$ cat config.mk
export PLATFORM = sky130hd
export DESIGN_NAME = trapezoid_membership
export DESIGN_NICKNAME = d
export VERILOG_FILES = /design/src/hw/rtl/tm_pkg.sv /design/src/hw/rtl/tm_front.sv /design/src/hw/rtl/tm_queue.sv /design/src/hw/rtl/tm_back.sv /design/src/hw/rtl/trapezoid_membership.sv
export VERILOG_INCLUDE_DIRS = /design/src /design/src/hw/rtl
export SDC_FILE = /design/constraint.sdc
export NUM_CORES = 2
export LEC_CHECK = 0
export BUFFER_PORTS_ARGS = -buffer_cell sky130_fd_sc_hd__clkbuf_2
export CAP_MARGIN = 20
export CORE_UTILIZATION = 58
export CTS_CLUSTER_DIAMETER = 120
export DETAILED_ROUTE_END_ITERATION = 8
export PLACE_DENSITY_LB_ADDON = 0.12
export SETUP_SLACK_MARGIN = 0.3
export SLEW_MARGIN = 20
export SYNTH_ARGS = -nofsm -noshare
export SYNTH_HDL_FRONTEND = slang
export SYNTH_SLANG_ARGS = --single-unit
$ cat constraint.sdc
create_clock -name clock -period 36.6 [get_ports clock]
set_input_delay 3.66 -clock clock [delete_from_list [all_inputs] [get_ports clock]]
set_output_delay 3.66 -clock clock [all_outputs]
set_load 0.005 [all_outputs]
$ cat src/hw/rtl/trapezoid_membership_assert.svh
`ifndef TRAPEZOID_MEMBERSHIP_ASSERT_SVH
`define TRAPEZOID_MEMBERSHIP_ASSERT_SVH

// Same-cycle implication, checked outside reset
`define TM_ASSERT_SAME(lbl, clk, rst, ante, cons, msg) \
   lbl: assert property (@(posedge clk) disable iff (rst) (ante) |-> (cons)) else $error(msg);

// Next-cycle implication, checked outside reset
`define TM_ASSERT_NEXT(lbl, clk, rst, ante, cons, msg) \
   lbl: assert property (@(posedge clk) disable iff (rst) (ante) |=> (cons)) else $error(msg);

`endif

$ cat src/hw/rtl/tm_pkg.sv
package tm_pkg;

   localparam int OPER_W = 32;
   localparam int QUEUE_DEPTH = 4;
   localparam int QPTR_W = $clog2(QUEUE_DEPTH);

   localparam logic [1:0] KIND_ZERO  = 2'd0;
   localparam logic [1:0] KIND_ONE   = 2'd1;
   localparam logic [1:0] KIND_RATIO = 2'd2;

   typedef logic [1:0] kind_type;

   typedef struct packed {
      kind_type          kind;
      logic [OPER_W-1:0] num;
      logic [OPER_W-1:0] den;
   } grade_item_type;

endpackage

$ cat src/hw/rtl/tm_front.sv
module tm_front (
   input  logic                   clock,
   input  logic                   reset,
   input  logic                   in_valid,
   output logic                   in_ready,
   input  logic signed [31:0]     sample_value,
   input  logic signed [31:0]     rise_start,
   input  logic signed [31:0]     rise_end,
   input  logic signed [31:0]     fall_start,
   input  logic signed [31:0]     fall_end,
   output logic                   push_valid,
   input  logic                   queue_full,
   output tm_pkg::grade_item_type push_item
);
   import tm_pkg::*;

   logic signed [31:0] b1, b2, b3;
   logic signed [32:0] num_wide, den_wide;
   logic signed [31:0] num_hi, num_lo, den_hi, den_lo;
   grade_item_type     item;
   logic               in_fire, push_fire;
   logic               front_vld_ff, front_vld_in;
   grade_item_type     front_item_ff;

   // force breakpoints into order
   always_comb begin
      b1 = (rise_end < rise_start) ? rise_start : rise_end;
      b2 = (fall_start < b1) ? b1 : fall_start;
      b3 = (fall_end < b2) ? b2 : fall_end;
   end

   always_comb begin
      item.kind = KIND_ZERO;
      num_hi = sample_value;
      num_lo = rise_start;
      den_hi = b1;
      den_lo = rise_start;
      if (sample_value < rise_start) begin
         item.kind = KIND_ZERO;
      end else if (sample_value < b1) begin
         item.kind = KIND_RATIO;
      end else if (sample_value < b2) begin
         item.kind = KIND_ONE;
      end else if ((b3 != b2) && (sample_value < b3)) begin
         item.kind = KIND_RATIO;
         num_hi = b3;
         num_lo = sample_value;
         den_hi = b3;
         den_lo = b2;
      end
      num_wide = 33'(num_hi) - 33'(num_lo);
      den_wide = 33'(den_hi) - 33'(den_lo);
      // both spans are non-negative and below 2^32 on the ratio paths
      item.num = num_wide[OPER_W-1:0];
      item.den = den_wide[OPER_W-1:0];
   end

   assign in_ready  = !front_vld_ff || !queue_full;
   assign in_fire   = in_valid && in_ready;
   assign push_fire = front_vld_ff && !queue_full;

   always_comb begin
      front_vld_in = front_vld_ff;
      if (in_fire) begin
         front_vld_in = 1'b1;
      end else if (push_fire) begin
         front_vld_in = 1'b0;
      end
   end

   always_ff @(posedge clock) begin
      if (reset) begin
         front_vld_ff <= 1'b0;
      end else begin
         front_vld_ff <= front_vld_in;
      end
   end

   always_ff @(posedge clock) begin
      if (in_fire) begin
         front_item_ff <= item;
      end
   end

   assign push_valid = front_vld_ff;
   assign push_item  = front_item_ff;

endmodule

$ cat src/hw/rtl/tm_queue.sv
module tm_queue (
   input  logic                   clock,
   input  logic                   reset,
   input  logic                   push_valid,
   input  tm_pkg::grade_item_type push_item,
   output logic                   full,
   input  logic                   pop,
   output logic                   empty,
   output tm_pkg::grade_item_type head_item
);
   import tm_pkg::*;

   grade_item_type     entry_ff [QUEUE_DEPTH];
   logic [QPTR_W-1:0]  wr_ptr_ff, wr_ptr_in;
   logic [QPTR_W-1:0]  rd_ptr_ff, rd_ptr_in;
   logic [QPTR_W:0]    count_ff, count_in;
   logic               push;

   assign full  = (count_ff == (QPTR_W+1)'(QUEUE_DEPTH));
   assign empty = (count_ff == '0);
   assign push  = push_valid && !full;
   assign head_item = entry_ff[rd_ptr_ff];

   always_comb begin
      wr_ptr_in = push ? wr_ptr_ff + 1'b1 : wr_ptr_ff;
      rd_ptr_in = pop ? rd_ptr_ff + 1'b1 : rd_ptr_ff;
      count_in  = count_ff;
      if (push && !pop) begin
         count_in = count_ff + 1'b1;
      end else if (pop && !push) begin
         count_in = count_ff - 1'b1;
      end
   end

   always_ff @(posedge clock) begin
      if (reset) begin
         wr_ptr_ff <= '0;
         rd_ptr_ff <= '0;
         count_ff  <= '0;
      end else begin
         wr_ptr_ff <= wr_ptr_in;
         rd_ptr_ff <= rd_ptr_in;
         count_ff  <= count_in;
      end
   end

   always_ff @(posedge clock) begin
      if (push) begin
         entry_ff[wr_ptr_ff] <= push_item;
      end
   end

endmodule

$ cat src/hw/rtl/tm_back.sv
module tm_back #(
   parameter int FRAC_BITS = 16
) (
   input  logic                   clock,
   input  logic                   reset,
   input  logic                   queue_empty,
   input  tm_pkg::grade_item_type head_item,
   output logic                   pop,
   output logic                   out_valid,
   input  logic                   out_ready,
   output logic [FRAC_BITS:0]     membership
);
   import tm_pkg::*;

   localparam int STAGES = FRAC_BITS + 1;

   logic                     advance;
   logic [STAGES-1:0]        st_vld_ff;
   kind_type                 st_kind_ff [STAGES];
   logic [OPER_W-1:0]        st_rem_ff  [STAGES];
   logic [OPER_W-1:0]        st_den_ff  [STAGES];
   logic [FRAC_BITS:0]       st_quo_ff  [STAGES];
   logic                     out_vld_ff;
   logic [FRAC_BITS:0]       out_data_ff, out_data_in;

   // one stall for the whole pipe: move only when the output slot frees
   assign advance = !out_vld_ff || out_ready;
   assign pop     = advance && !queue_empty;

   // one quotient bit per stage, most significant first
   for (genvar k = 0; k < STAGES; k++) begin : g_stage
      logic              src_vld;
      kind_type          src_kind;
      logic [OPER_W:0]   trial;
      logic [OPER_W:0]   trial_diff;
      logic [OPER_W-1:0] src_den;
      logic [FRAC_BITS:0] quo_in;
      logic              bit_set;

      if (k == 0) begin : g_first
         always_comb begin
            src_vld  = pop;
            src_kind = head_item.kind;
            trial    = {1'b0, head_item.num};
            src_den  = head_item.den;
         end
      end else begin : g_next
         always_comb begin
            src_vld  = st_vld_ff[k-1];
            src_kind = st_kind_ff[k-1];
            trial    = {st_rem_ff[k-1], 1'b0};
            src_den  = st_den_ff[k-1];
         end
      end

      always_comb begin
         trial_diff = trial - {1'b0, src_den};
         bit_set    = (trial >= {1'b0, src_den});
      end

      if (k == 0) begin : g_quo_first
         assign quo_in = {{FRAC_BITS{1'b0}}, bit_set};
      end else begin : g_quo_next
         assign quo_in = {st_quo_ff[k-1][FRAC_BITS-1:0], bit_set};
      end

      always_ff @(posedge clock) begin
         if (reset) begin
            st_vld_ff[k] <= 1'b0;
         end else if (advance) begin
            st_vld_ff[k] <= src_vld;
         end
      end

      always_ff @(posedge clock) begin
         if (advance) begin
            st_kind_ff[k] <= src_kind;
            st_den_ff[k]  <= src_den;
            st_quo_ff[k]  <= quo_in;
            st_rem_ff[k]  <= bit_set ? trial_diff[OPER_W-1:0] : trial[OPER_W-1:0];
         end
      end
   end

   always_comb begin
      case (st_kind_ff[STAGES-1])
         KIND_RATIO: out_data_in = st_quo_ff[STAGES-1];
         KIND_ONE:   out_data_in = {1'b1, {FRAC_BITS{1'b0}}};
         default:    out_data_in = '0;
      endcase
   end

   always_ff @(posedge clock) begin
      if (reset) begin
         out_vld_ff <= 1'b0;
      end else if (advance) begin
         out_vld_ff <= st_vld_ff[STAGES-1];
      end
   end

   always_ff @(posedge clock) begin
      if (advance) begin
         out_data_ff <= out_data_in;
      end
   end

   assign out_valid  = out_vld_ff;
   assign membership = out_data_ff;

endmodule

$ cat src/hw/rtl/trapezoid_membership.sv
// Path: front reg, queue, one divider stage per quotient bit, output reg.
// Throughput: one beat per cycle unless rsp_tready stalls the output.
// A four-entry queue between the classifier and the divider absorbs stalls.
// Reset: synchronous, active high; clears all valid flags and queue pointers.
`include "trapezoid_membership_assert.svh"

module trapezoid_membership #(
   parameter int FRAC_BITS = 16
) (
   input  logic         clock,
   input  logic         reset,
   input  logic         req_tvalid,
   output logic         req_tready,
   // sample_value, rise_start, rise_end, fall_start, fall_end (low bits first)
   input  logic [159:0] req_tdata,
   output logic         rsp_tvalid,
   input  logic         rsp_tready,
   // membership, zero-padded to whole bytes
   output logic [((FRAC_BITS+8)/8)*8-1:0] rsp_tdata
);
   import tm_pkg::*;

   localparam int DATA_W = ((FRAC_BITS + 8) / 8) * 8;

   logic               push_valid, queue_full, queue_empty, pop;
   grade_item_type     push_item, head_item;
   logic [FRAC_BITS:0] membership;

   tm_front u_front (
      .clock        (clock),
      .reset        (reset),
      .in_valid     (req_tvalid),
      .in_ready     (req_tready),
      .sample_value (req_tdata[31:0]),
      .rise_start   (req_tdata[63:32]),
      .rise_end     (req_tdata[95:64]),
      .fall_start   (req_tdata[127:96]),
      .fall_end     (req_tdata[159:128]),
      .push_valid   (push_valid),
      .queue_full   (queue_full),
      .push_item    (push_item)
   );

   tm_queue u_queue (
      .clock      (clock),
      .reset      (reset),
      .push_valid (push_valid),
      .push_item  (push_item),
      .full       (queue_full),
      .pop        (pop),
      .empty      (queue_empty),
      .head_item  (head_item)
   );

   tm_back #(
      .FRAC_BITS (FRAC_BITS)
   ) u_back (
      .clock       (clock),
      .reset       (reset),
      .queue_empty (queue_empty),
      .head_item   (head_item),
      .pop         (pop),
      .out_valid   (rsp_tvalid),
      .out_ready   (rsp_tready),
      .membership  (membership)
   );

   assign rsp_tdata = DATA_W'(membership);

   `TM_ASSERT_SAME(a_grade_range, clock, reset, rsp_tvalid, (membership <= {1'b1, {FRAC_BITS{1'b0}}}), "membership above one")
   `TM_ASSERT_NEXT(a_front_holds, clock, reset, req_tvalid && req_tready, push_valid, "accepted beat not staged")
   `TM_ASSERT_SAME(a_no_underflow, clock, reset, pop, !queue_empty, "pop from empty queue")

endmodule
---- Yosys cells after proc, flatten, opt, wreduce, memory -nomap -nowiden ----
Memories as Yosys holds them, arrays and structs flattened. A register that Yosys moved wholly into a read port is not among the register bits.
Index checks and enable logic that the tools add are counted.
word-level totals
  flip-flop bits (word level) ............. 109
  bits in writable memories ............... 1675
  input port bits ......................... 164
  output and inout bits ................... 26
  logic and storage cells ................. 151
  memories kept ........................... 5
memory list
  name               depth  width  read ports  clocked after memory_dff  write ports  line            text
  u_back.st_den_ff   17     32     16          0                         17           tm_back.sv:21   logic [OPER_W-1:0] st_den_ff [STAGES];
  u_back.st_rem_ff   17     32     16          0                         17           tm_back.sv:20   logic [OPER_W-1:0] st_rem_ff [STAGES];
  u_back.st_quo_ff   17     17     17          0                         17           tm_back.sv:22   logic [FRAC_BITS:0] st_quo_ff [STAGES];
  u_queue.entry_ff   4      66     1           1                         1            tm_queue.sv:13  grade_item_type entry_ff [QUEUE_DEPTH];
  u_back.st_kind_ff  17     2      17          0                         17           tm_back.sv:19   kind_type st_kind_ff [STAGES];
operators by class
  add/sub/neg operators ................... 23
  order comparisons ....................... 24
  equality and inequality tests ........... 4
  muxes and demuxes ....................... 50
  reductions and logical operators ........ 18
operators with widths
  kind                   count
  $mux W32               36
  $sub A32 B32 Y32       19
  $ge A33 B32 Y1         16
  $lt A32 B32 Y1         7
  $pmux W17 S2           1
  $ge A32 B32 Y1         1
  $ne A32 B32 Y1         1
  $mux W2                5
  $logic_and A1 B1 Y1    6
  $logic_not A1 Y1       6
  $mux W1                6
  $mux W3                2
  $add A2 B1 Y2 const B  2
  $reduce_bool A2 Y1     2
  $add A3 B1 Y3 const B  1
  $eq A3 B3 Y1 const B   1
  $logic_not A3 Y1       1
  $sub A3 B1 Y3 const B  1
  $eq A2 B1 Y1 const B   1
  $eq A2 B2 Y1 const B   1
  $logic_or A1 B1 Y1     2
  $reduce_or A2 Y1       1

---- Depth between registers and ports, before layout ----
  depth after elaboration ................. 13
  depth in mapped cells ................... 82

---- Cells and area by module ----
Synthesis repeated with hierarchy kept, for this count alone.
unflattened totals
  cell total of the unflattened synthesis .. 8436
  area, all modules ....................... 95233.8 µm²
by module, submodules not included
  module                times used  cells an instance  area each (µm²)  seq. area each (µm²)
  tm_back               1           6489               72153.0          37235.7
  tm_front              1           1547               13057.5          2001.9
  tm_queue              1           392                9967.1           8107.8
  trapezoid_membership  1           8                  56.3             0.0

---- Least setup slack after synthesis ----
Ideal clock, no wire load.
  path kind ............................... input to register
  start point ............................. input port rsp_tready
  end point ............................... register u_back.out_data_ff[0] (netlist: u_back.membership[0]), enable pin
  library setup time ...................... 2.069 ns
  arrival ................................. 37.178 ns
  required time ........................... 34.531 ns
  slack ................................... -2.647 ns
  stages .................................. 4
  path buffers ............................ 2
  path through ............................ nor2b_1 clkbuf_1 clkinv_1 clkbuf_1
on the way
  longest elaborated chain between the ends .. 1
RTL lines
  what                    line                        text
  start: declaration      trapezoid_membership.sv:17  input logic rsp_tready,
  $logic_or A1 B1 Y1      tm_back.sv:27               assign advance = !out_vld_ff || out_ready;
  via u_back.advance      tm_back.sv:17               logic advance;
  end signal: assignment  tm_back.sv:103              out_data_ff <= out_data_in;
  end: declaration        tm_back.sv:24               logic [FRAC_BITS:0] out_data_ff, out_data_in;
The timed path passes the listed nets, and every way through them passes these cells.
A chain may end at the register's enable or synchronous reset.

---- Final worst setup path ----
  start point ............................. input port req_tdata[57]
  end point ............................... register u_front.front_item_ff, in the netlist u_front.push_item[31], data pin
on the way
  longest elaborated chain between the ends .. 13
  elaborated cells between the ends (all ways) .. 21
  those cells by class .................... add/sub: 1; order compare: 7; eq/ne: 1; mux: 11; reduce/logical: 1
RTL lines
  what                                                     line                        text
  start: declaration                                       trapezoid_membership.sv:15  input logic [159:0] req_tdata,
  $lt A32 B32 Y1                                           tm_front.sv:27              b1 = (rise_end < rise_start) ? rise_start : rise_end;
  $mux W32                                                 tm_front.sv:27
  $lt A32 B32 Y1                                           tm_front.sv:28              b2 = (fall_start < b1) ? b1 : fall_start;
  $mux W32                                                 tm_front.sv:28
  $lt A32 B32 Y1                                           tm_front.sv:29              b3 = (fall_end < b2) ? b2 : fall_end;
  $mux W32                                                 tm_front.sv:29
  $lt A32 B32 Y1 / $ne A32 B32 Y1 (equally long branches)  tm_front.sv:44              end else if ((b3 != b2) && (sample_value < b3)) begin
  $logic_and A1 B1 Y1                                      tm_front.sv:44
  $mux W32                                                 tm_front.sv:44
  $mux W32                                                 tm_front.sv:42              end else if (sample_value < b2) begin
  $mux W32                                                 tm_front.sv:40              end else if (sample_value < b1) begin
  $mux W32                                                 tm_front.sv:38              if (sample_value < rise_start) begin
  $sub A32 B32 Y32 *                                       tm_front.sv:52              den_wide = 33'(den_hi) - 33'(den_lo);
  via u_front.den_wide[31]                                 tm_front.sv:18              logic signed [32:0] num_wide, den_wide;
  end signal: assignment                                   tm_front.sv:81              front_item_ff <= item;
  end: declaration                                         tm_front.sv:23              grade_item_type front_item_ff;
The timed path passes the listed nets; every way through them passes the cells marked *.

==> results.json <==
{
  "cpPeakStageDelay_ps": 760,
  "clkSinkCount": 1586,
  "drv_cap": 0,
  "hp-class": "flop to flop",
  "cp_data_arrival_time_ps": 21960,
  "synth_edf_count": 1558,
  "tns_ps": 0,
  "setup_violations": 0,
  "synthesis.area_um2": 91300,
  "relSlewSlack_pct": 24.6,
  "hold_start": "u_back.st_quo_ff[0][144]",
  "start_kind": "input pin",
  "coreArea_um2": 156000,
  "crit_path_end_kind": "flop",
  "io_buffers": 182,
  "clockRootBuffer": "clkbuf_16",
  "max_freq_ghz": 0.0467,
  "htree_levels": 4,
  "drcViolationCount": 0,
  "io_pins": 190,
  "syn_area_per_cell_um2": 11.3,
  "grt_pass1_vias": 59900,
  "grt_use_total_pct": 28.7,
  "startpoint": "req_tdata[57]",
  "rsz0062_at_grt": "false",
  "drive_gt1_share_pct": 9.61,
  "die_area_um2": 159000,
  "synthCells": 8059,
  "finalWirelength_um": 230000,
  "grt_max_degree": 178,
  "numCtsBuffers": 165,
  "drtAntennaViolNets": 0,
  "synthArstFlopShare_pct": 0,
  "postCtsHoldBufs": 0,
  "rows": 145,
  "vias": 62300,
  "finClkSkew_ps": 76.2,
  "start_util_pct": 58.5,
  "grt-ovfl-total": 0,
  "antenna_found_initial": 2,
  "die_w_um": 399,
  "yosysSeqAreaShare_pct": 51.9,
  "ys_types": 89,
  "dp_hpwl_um": 177000,
  "synth_seq_cells": 1586,
  "grt_pass1_wl_um": 349000,
  "synthToLayoutAreaGrowth_pct": 9.88,
  "final_max_slew_viol_count": 0,
  "cpMaxStageDelayCell": "nor4_1",
  "cp_max_fo": 36,
  "routedWlPerCell_um": 21.9,
  "viasPerCell": 5.93,
  "yosysWarnings": 0,
  "post_cts_buffers": 0,
  "cpMostUsedCell": "o21ai_0",
  "cp.required_ps": 37150,
  "final_common_cell": "edfxtp_1",
  "clockBufferDepth": 3,
  "drt_iter0_drc": 4595,
  "cts_tree": "built",
  "worst_pin_slew_ps": 1130,
  "min_period_ps": 21410,
  "nets": 9308,
  "yosys_most_used_dff": "edfxtp_1",
  "outcome": "completed",
  "path_class": "input pin to flop",
  "hold_viol_final": 0,
  "clkLatencyLatePin_ps": 820,
  "path_clk_slew_ps": 60,
  "layout_common_cells": "edfxtp_1 (1,558), inv_1 (863), ha_1 (821)",
  "die_y_um": 399,
  "place_congestion": 0.970,
  "dr.pass1.iters": 6,
  "cts_resized": 0,
  "period_share_pct": 58.5
}
cells in the mapped netlist (all sizes together), types with 33 or more instances:
cell	instances	area [um2]
a211oi	40	300
a21boi	90	676
a21o	170	1280
a21oi	611	3060
a31oi	42	263
and2	47	294
and3	59	369
buf	58	328
clkbuf	98	368
edfxtp	1558	46800
ha	821	10300
inv	865	3250
mux2	194	2190
mux2i	139	1400
mux4	64	1440
nand2	492	1850
nand2b	104	651
nand3	111	556
nand4	122	778
nor2	575	2160
nor2b	113	707
nor3	179	896
nor4	33	213
o21a	80	601
o21ai	467	2340
o31ai	62	465
or2	38	238
or3	61	382
xnor2	263	2300
xor2	160	1400
worst max-delay path, delay by kind of cell:
kind	cells	cell delay, ps
AOI/OAI and AO/OA	40	9270
xor gates and xnor gates	1	110
and+or+nand+nor	16	3670
muxes	3	1340
adders and majority gates	5	1690
buffers and inverters	8	2120
per-stage QoR:
step,instances,area [um2],util (%),hold WS [ps],worst slack (ps)
global placement,10200,94700,60.6,401,15170
CTS,10500,100000,64.2,379,15570
global route,10500,100000,64.2,381,14040
detailed placement,10200,94700,60.6,405,14750
finish,10500,100000,64.2,388,15190
floorplan,8065,91300,-,400,16000
area by class of cell:
cell class / instances / area [um2]
multi-input combinational: 5457 / 40200
clock inverter: 103 / 1390
timing repair buffer: 228 / 1290
clock buffer: 197 / 4270
inverter: 866 / 3260
sequential: 1586 / 47400
tap: 2058 / 2570
antenna: 3 / 7.51
fill: 12000 / 55900
path summary, 6_finish.rpt:
path	cells after the start	to	slack (ps)
worst max-delay path	73	u_front.push_item[31]	15190
worst min-delay path	0	u_back.st_quo_ff[0][162]	390
worst max register to register	22	u_back.st_rem_ff[0][14]	29250
worst min register to register	0	u_back.st_quo_ff[0][162]	390
state kept, by name, summed over array words and instances (netlist names), named ones only:
signal / count
u_queue.entry_ff: 264
u_back.g_stage.src_vld: 16
u_front.push_valid: 1
u_back.out_valid: 1
u_back.membership: 17
u_back.st_rem_ff: 512
u_queue.wr_ptr_ff: 2
u_queue.count_ff: 3
u_back.st_vld_ff: 1
u_back.st_quo_ff: 153
u_back.st_kind_ff: 34
u_queue.rd_ptr_ff: 2
u_back.st_den_ff: 512
u_front.push_item: 66
metal layers:
metal  routed length (um)  GRT usage (%)
met1               102000           39.3
met2               110000           48.1
met3                11800           3.85
met4                 6020           7.88
met5                    0              0
cell families (layout without fill, tap and decap cells):
family          after synthesis  in the layout  synth area share, %
other cells                   1             10              0.00411
mux                         397            397                 5.51
compound gates             1795           1795                 12.1
buf+inv                    1022           1394                 4.32
xor+xnor                    424            424                 4.08
simple gates               1989           1989                 10.4
fa+ha+maj                   845            845                 11.7
flops                      1586           1586                 51.9
Power is not shown: default switching activity piles up to over one toggle a cycle in this logic, so the estimate is an artifact.
